## src/sv/bfras_pkg.sv

```systemverilog
`default_nettype none
// ----------------------------------------------------------------------------
// bfras_pkg
// Shared constants and types for the byte-framed register access slave.
// ----------------------------------------------------------------------------
package bfras_pkg;

    typedef logic [7:0] byte_t;

    localparam int REG_COUNT = 16;
    localparam int MAX_BURST = 16;
    localparam int BURST_LIMIT = (REG_COUNT < MAX_BURST) ? REG_COUNT : MAX_BURST;

    localparam int ADDR_W = (REG_COUNT > 1) ? $clog2(REG_COUNT) : 1;
    localparam int LEN_W  = $clog2(BURST_LIMIT + 1);

    localparam logic [8:0]       REG_COUNT_EXT   = 9'(REG_COUNT);
    localparam logic [7:0]       BURST_LIMIT_B   = 8'(BURST_LIMIT);
    localparam logic [LEN_W-1:0] BURST_LIMIT_LEN = LEN_W'(BURST_LIMIT);

    localparam byte_t SYNC_BYTE = 8'hA5;

    localparam logic [6:0] ID_RESET = 7'd3;

    localparam logic [2:0] ADDR_DEVICE_IDENTITY = 3'd0;

endpackage : bfras_pkg
`default_nettype wire

```

## src/sv/byte_framed_register_access_slave_unit.sv

```systemverilog
`default_nettype none
// ----------------------------------------------------------------------------
// byte_framed_register_access_slave_unit
// Slave for a byte-framed register protocol: sync, header, address, length,
// then write data or a read reply streamed from a 16 x 8 register memory.
// ----------------------------------------------------------------------------
//  channel  | dir | signals                              | payload
//  ---------+-----+--------------------------------------+------------------
//  rx       | in  | s_tvalid s_tready s_tdata            | rx_byte
//  tx       | out | m_tvalid m_tready m_tdata m_tlast    | tx_byte, last_byte
//  config   | in  | psel penable pwrite paddr pwdata ... | device_identity
//
//  s_tready is high whenever no reply runs.
//  A read reply goes out byte by byte and waits while the output register
//  is full: each byte is one registered read of the register memory and
//  one load of the output register, which holds it until m_tready takes it.
//  After reset all registers read as zero through per-entry valid bits.
// ----------------------------------------------------------------------------
module byte_framed_register_access_slave_unit
    import bfras_pkg::*;
(
    input  wire logic        clk,
    input  wire logic        rst_n,
    input  wire logic        s_tvalid,
    output logic             s_tready,
    input  wire logic [7:0]  s_tdata,   // [7:0] rx_byte
    output logic             m_tvalid,
    input  wire logic        m_tready,
    output logic [7:0]       m_tdata,   // [7:0] tx_byte
    output logic             m_tlast,
    input  wire logic        psel,
    input  wire logic        penable,
    input  wire logic        pwrite,
    input  wire logic [2:0]  paddr,
    input  wire logic [31:0] pwdata,
    output logic [31:0]      prdata,
    output logic             pready
);

    localparam logic [2:0] PH_HUNT    = 3'd0;
    localparam logic [2:0] PH_HEADER  = 3'd1;
    localparam logic [2:0] PH_ADDRESS = 3'd2;
    localparam logic [2:0] PH_LENGTH  = 3'd3;
    localparam logic [2:0] PH_WDATA   = 3'd4;

    localparam logic [1:0] CTL_IDLE    = 2'd0;
    localparam logic [1:0] CTL_RD_ADDR = 2'd1;
    localparam logic [1:0] CTL_RD_DATA = 2'd2;

    logic [6:0]       device_identity_reg;
    logic [2:0]       phase_reg, phase_next;
    logic             write_mode_reg, write_mode_next;
    byte_t            next_address_reg, next_address_next;
    logic             address_past_reg, address_past_next;
    byte_t            bytes_left_reg, bytes_left_next;
    logic [1:0]       ctl_reg, ctl_next;
    logic [8:0]       rd_addr_reg, rd_addr_next;
    logic [LEN_W-1:0] rd_count_reg, rd_count_next;
    logic             m_tvalid_reg, m_tvalid_next;
    byte_t            m_tdata_reg, m_tdata_next;
    logic             m_tlast_reg, m_tlast_next;

    byte_t            mem [REG_COUNT];
    logic [REG_COUNT-1:0] entry_valid_reg;
    byte_t            mem_rdata_reg;
    logic             mem_rvalid_reg;

    logic             s_accept;
    logic             cfg_write;
    logic             mem_we;
    logic             out_free;
    logic             wr_in_range;
    logic [LEN_W-1:0] rd_len;

    assign s_tready  = (ctl_reg == CTL_IDLE);
    assign s_accept  = s_tvalid && s_tready;
    assign pready    = 1'b1;
    assign cfg_write = psel && penable && pwrite && pready;
    assign out_free  = !m_tvalid_reg || m_tready;

    assign m_tvalid = m_tvalid_reg;
    assign m_tdata  = m_tdata_reg;
    assign m_tlast  = m_tlast_reg;

    assign wr_in_range = !address_past_reg && ({1'b0, next_address_reg} < REG_COUNT_EXT);
    assign mem_we      = s_accept && (phase_reg == PH_WDATA) && wr_in_range;
    assign rd_len      = (s_tdata > BURST_LIMIT_B) ? BURST_LIMIT_LEN : LEN_W'(s_tdata);

    always_comb
    begin
        prdata = '0;
        if (paddr[2] == ADDR_DEVICE_IDENTITY[2])
        begin
            prdata = {25'd0, device_identity_reg};
        end
    end

    always_comb
    begin
        phase_next        = phase_reg;
        write_mode_next   = write_mode_reg;
        next_address_next = next_address_reg;
        address_past_next = address_past_reg;
        bytes_left_next   = bytes_left_reg;
        ctl_next          = ctl_reg;
        rd_addr_next      = rd_addr_reg;
        rd_count_next     = rd_count_reg;
        m_tvalid_next     = m_tvalid_reg && !m_tready;
        m_tdata_next      = m_tdata_reg;
        m_tlast_next      = m_tlast_reg;

        unique case (ctl_reg)
            CTL_IDLE:
            begin
                if (s_accept)
                begin
                    unique case (phase_reg)
                        PH_HEADER:
                        begin
                            if (s_tdata[7:1] == device_identity_reg)
                            begin
                                write_mode_next = s_tdata[0];
                                phase_next      = PH_ADDRESS;
                            end
                            else
                            begin
                                phase_next = PH_HUNT;
                            end
                        end
                        PH_ADDRESS:
                        begin
                            next_address_next = s_tdata;
                            address_past_next = 1'b0;
                            phase_next        = PH_LENGTH;
                        end
                        PH_LENGTH:
                        begin
                            if (write_mode_reg)
                            begin
                                bytes_left_next = s_tdata;
                                phase_next      = (s_tdata != 8'd0) ? PH_WDATA : PH_HUNT;
                            end
                            else
                            begin
                                bytes_left_next = 8'd0;
                                phase_next      = PH_HUNT;
                                rd_addr_next    = {1'b0, next_address_reg};
                                rd_count_next   = rd_len;
                                if (rd_len != '0)
                                begin
                                    ctl_next = CTL_RD_ADDR;
                                end
                            end
                        end
                        PH_WDATA:
                        begin
                            if (next_address_reg == 8'hFF)
                            begin
                                address_past_next = 1'b1;
                            end
                            else
                            begin
                                next_address_next = next_address_reg + 8'd1;
                            end
                            bytes_left_next = bytes_left_reg - 8'd1;
                            if (bytes_left_reg == 8'd1)
                            begin
                                phase_next = PH_HUNT;
                            end
                        end
                        default:
                        begin
                            phase_next = (s_tdata == SYNC_BYTE) ? PH_HEADER : PH_HUNT;
                        end
                    endcase
                end
            end
            CTL_RD_ADDR:
            begin
                ctl_next = CTL_RD_DATA;
            end
            CTL_RD_DATA:
            begin
                if (out_free)
                begin
                    m_tvalid_next = 1'b1;
                    m_tdata_next  = (mem_rvalid_reg && (rd_addr_reg < REG_COUNT_EXT))
                                    ? mem_rdata_reg : 8'd0;
                    m_tlast_next  = (rd_count_reg == LEN_W'(1));
                    rd_count_next = rd_count_reg - LEN_W'(1);
                    rd_addr_next  = rd_addr_reg + 9'd1;
                    ctl_next      = (rd_count_reg == LEN_W'(1)) ? CTL_IDLE : CTL_RD_ADDR;
                end
            end
            default:
            begin
                ctl_next = CTL_IDLE;
            end
        endcase
    end

    always_ff @(posedge clk or negedge rst_n)
    begin
        if (!rst_n)
        begin
            device_identity_reg <= ID_RESET;
            phase_reg           <= PH_HUNT;
            write_mode_reg      <= 1'b0;
            next_address_reg    <= 8'd0;
            address_past_reg    <= 1'b0;
            bytes_left_reg      <= 8'd0;
            ctl_reg             <= CTL_IDLE;
            rd_addr_reg         <= 9'd0;
            rd_count_reg        <= '0;
            m_tvalid_reg        <= 1'b0;
            entry_valid_reg     <= '0;
        end
        else
        begin
            if (cfg_write && (paddr[2] == ADDR_DEVICE_IDENTITY[2]))
            begin
                device_identity_reg <= pwdata[6:0];
            end
            phase_reg        <= phase_next;
            write_mode_reg   <= write_mode_next;
            next_address_reg <= next_address_next;
            address_past_reg <= address_past_next;
            bytes_left_reg   <= bytes_left_next;
            ctl_reg          <= ctl_next;
            rd_addr_reg      <= rd_addr_next;
            rd_count_reg     <= rd_count_next;
            m_tvalid_reg     <= m_tvalid_next;
            if (mem_we)
            begin
                entry_valid_reg[next_address_reg[ADDR_W-1:0]] <= 1'b1;
            end
        end
    end

    always_ff @(posedge clk)
    begin
        m_tdata_reg <= m_tdata_next;
        m_tlast_reg <= m_tlast_next;
    end

    // register memory: one write port, one registered read port
    always_ff @(posedge clk)
    begin
        if (mem_we)
        begin
            mem[next_address_reg[ADDR_W-1:0]] <= s_tdata;
        end
        mem_rdata_reg  <= mem[rd_addr_reg[ADDR_W-1:0]];
        mem_rvalid_reg <= entry_valid_reg[rd_addr_reg[ADDR_W-1:0]];
    end

    a_reply_count_live: assert property (@(posedge clk) disable iff (!rst_n)
        (ctl_reg != CTL_IDLE) |-> (rd_count_reg != '0))
        else $error("reply sequencer active with no bytes left");

    a_reply_loads_output: assert property (@(posedge clk) disable iff (!rst_n)
        (ctl_reg == CTL_RD_DATA) && out_free |=> m_tvalid_reg)
        else $error("reply byte not loaded into output register");

    a_write_frame_ends: assert property (@(posedge clk) disable iff (!rst_n)
        s_accept && (phase_reg == PH_WDATA) && (bytes_left_reg == 8'd1)
        |=> (phase_reg == PH_HUNT))
        else $error("write frame did not end after its last data byte");

    a_last_ends_reply: assert property (@(posedge clk) disable iff (!rst_n)
        (ctl_reg == CTL_RD_DATA) && out_free && (rd_count_reg == LEN_W'(1))
        |=> (ctl_reg == CTL_IDLE) && m_tlast_reg)
        else $error("final reply byte not marked or sequencer not idle");

endmodule : byte_framed_register_access_slave_unit
`default_nettype wire
```

## config.mk

```make
export PLATFORM = sky130hd
export DESIGN_NAME = byte_framed_register_access_slave_unit
export DESIGN_NICKNAME = d
export VERILOG_FILES = /design/src/sv/bfras_pkg.sv /design/src/sv/byte_framed_register_access_slave_unit.sv
export SDC_FILE = /design/constraint.sdc
export NUM_CORES = 1
export LEC_CHECK = 0
export BUFFER_PORTS_ARGS = -buffer_cell sky130_fd_sc_hd__buf_4
export CORE_MARGIN = 4
export CORE_UTILIZATION = 55
export CTS_CLUSTER_SIZE = 10
export DETAILED_ROUTE_END_ITERATION = 12
export PLACE_DENSITY = 0.75
export SETUP_SLACK_MARGIN = 0.3
export SYNTH_ARGS = -nofsm -noshare
export SYNTH_HDL_FRONTEND = slang
export SYNTH_SLANG_ARGS = --single-unit
```

## constraint.sdc

```tcl
create_clock -name clk -period 3.35 [get_ports clk]
set_input_delay 0.67 -clock clk [delete_from_list [all_inputs] [get_ports clk]]
set_output_delay 0.67 -clock clk [all_outputs]
set_load 0.01 [all_outputs]
```

==> metrics.csv <==
metric;value;unit
status;complete, no violations;
switching_share;22.0;%
synth_cells;621;
power.leakage;3.70;nW
cts_resized;0;
numCtsBuffers;24;
cts_root_buffer;clkbuf_16;
areaGrowthSynthToFinish;12.8;%
worstSetupPathType;register to register;
design_area;10300;um2
power_density;540;nW/um2
p_int;4.33;mW
core.rowCount;46;
ir_drop;0.392;mV
holdWs;0.230;ns
period_share;79.9;%
regArea;5820;um2
synth_edf_count;137;
max_freq;373;MHz
slew_violations;0;
sequentialPowerShare;51.3;%
syn_area;9130;um2
p_sw;1.22;mW
grt_max_degree;62;
avgRoutedWirePerCell;21.4;um
power.combinational.fraction;7.3;%
cts_sinks;207;
post-route-util;64.1;%
hpwl;11900;um
placedCellCount;859;
clock_path_buffers;3;
ys_seq_elements;207;
clock_latency;0.52;ns
synth_top_area_share;45.1;%
postCtsSetupBuffers;0;
synthTopCellsByArea;edfxtp_1 (45%), dfrtp_1 (16%), mux4_2 (11%);
period_needed;2.68;ns
nNetsFinal;728;
async_reset_ff_share;29.5;%
h-tree-depth;1;
syn_avg_cell_area;14.7;um2
start_kind;register;
num_vias;5484;
end_kind;register;
seq_area_frac_synth;63.8;%
fill_cells;1127;
drv_cap;0;
setup_viol;0;
pre_cts_ws;0.633;ns
multi_input_area;3020;um2
finalNonFillerCells;902;
min_path_type;primary input to async pin;
via_per_inst;6.08;
drt_wl_total;19300;um
grt.total_usage;21.6;%
required;3.50;ns
skew;0.0173;ns
drive_gt1_share;21.7;%
path_clk_slew;0.06;ns
grt_pass1_vias;5532;
fp.dieW;137;um
yosysTopAreaCell;edfxtp_1;
antenna_left;0;
antennaDiodeCount;0;
tritoncts;built;
rsz0062_at_grt;false;
worst_pin_slew;0.949;ns
io_pins;94;
drt_pass1_iterations;5;
largest_reg_flops;128;
die_area;18700;um2
grt_pass1_wl;30800;um
start_util;56.8;%
hold_viol_final;0;
worst_ep_arrival_time;2.83;ns
finalSetupTns;0;ns
core;16100;um2
hold_buffers;0;
synthFlopType;edfxtp_1;
max-slew-margin-rel;36.6;%
port_buffers;40;
drc_errors;0;
die-height;137;um
grt.overflow.total;0;
synth_cell_type_count;59;
layout_setup_ws;0.672;ns
drt_iter0_markers;664;
antenna_found_initial;0;
power_frac_clock;41.4;%
routabilityCongestion;0.870;
ys_warn_count;0;
place_area;9590;um2
crit_path_max_fanout;10;
power.total;5.56;mW
-- cells by family after synthesis --
logic type | synth area share, %
DFF | 63.8
and+or+nand+nor | 8.94
AOI/OAI and AO/OA | 8.65
buffers and inverters | 4.20
muxes | 12.3
adders and majority gates | 1.34
xor gates and xnor gates | 0.672
other | 0.0823
-- metal layers --
metal | track usage (%) | share of wire [%] | routed length, um | up-vias
li1 | - | - | - | 2441
met1 | 32.5 | 43 | 8240 | 2748
met2 | 33.7 | 48 | 9260 | 259
met3 | 2.83 | 7.0 | 1350 | 36
met4 | 6.49 | 2.3 | 448 | 0
met5 | 0 | 0 | 0 | -
-- power by group through the flow --
stage / Combinational, mW / Sequential, mW / Clock (mW)
after floorplan: 0.293 / 2.87 / 0
after global placement: 0.392 / 2.89 / 0
after detailed placement: 0.405 / 2.90 / 0
after CTS: 0.408 / 2.85 / 2.34
after global routing: 0.441 / 2.86 / 2.46
final: 0.406 / 2.85 / 2.30
-- Yosys cell counts (10+ instances only) --
cell type	instances
edfxtp_1	137
dfrtp_1	59
mux4_2	45
nor2_1	44
o21ai_0	31
a21oi_1	27
buf_4	26
nand2_1	22
clkbuf_1	19
o21bai_1	17
nand3_1	16
nor2b_1	10
-- cells in the final DEF, fill, tap and decap left out, types with 16 or more instances in the layout --
cell / Yosys / final
clkbuf_16: 0 / 24
o21bai_1: 17 / 17
mux4_2: 45 / 45
edfxtp_1: 137 / 137
nand2_1: 22 / 22
nor2_1: 44 / 44
nand3_1: 16 / 16
clkbuf_1: 19 / 18
buf_4: 26 / 57
o21ai_0: 31 / 31
dfrtp_1: 59 / 58
a21oi_1: 27 / 27
conb_1: 2 / 26
-- worst max-delay path, stage by stage (launching register included) --
cell and delay, ns:
dfrtp_1 0.49, or4_1 0.56, nor4_2 0.46, nand2_1 0.22, nor2_1 0.58
-- worst paths after layout --
kind                                     start                      to  slack, ns  depth (start not counted)
setup / recovery           next_address_reg[4]               mem[8][0]       0.67                          4
hold / removal                           rst_n              ctl_reg[0]       0.23                          1
setup reg to reg           next_address_reg[4]               mem[8][0]       0.67                          4
hold reg to reg            entry_valid_reg[14]     entry_valid_reg[14]       0.47                          1
max in group asynchronous                rst_n          rd_addr_reg[0]       2.57                          1
min in group clk                     pwdata[1]  device_identity_reg[1]       0.39                          2
-- cell type report --
cell class | instances | share of cell area [%]
clock buffer | 42 | 6.49
clock inverter | 1 | 0.292
inverter | 9 | 0.328
multi-input combinational | 369 | 29.3
sequential | 207 | 56.6
tap | 216 | 2.63
timing repair buffer | 58 | 4.35
Note: power is estimated with default switching activity, not from simulation.
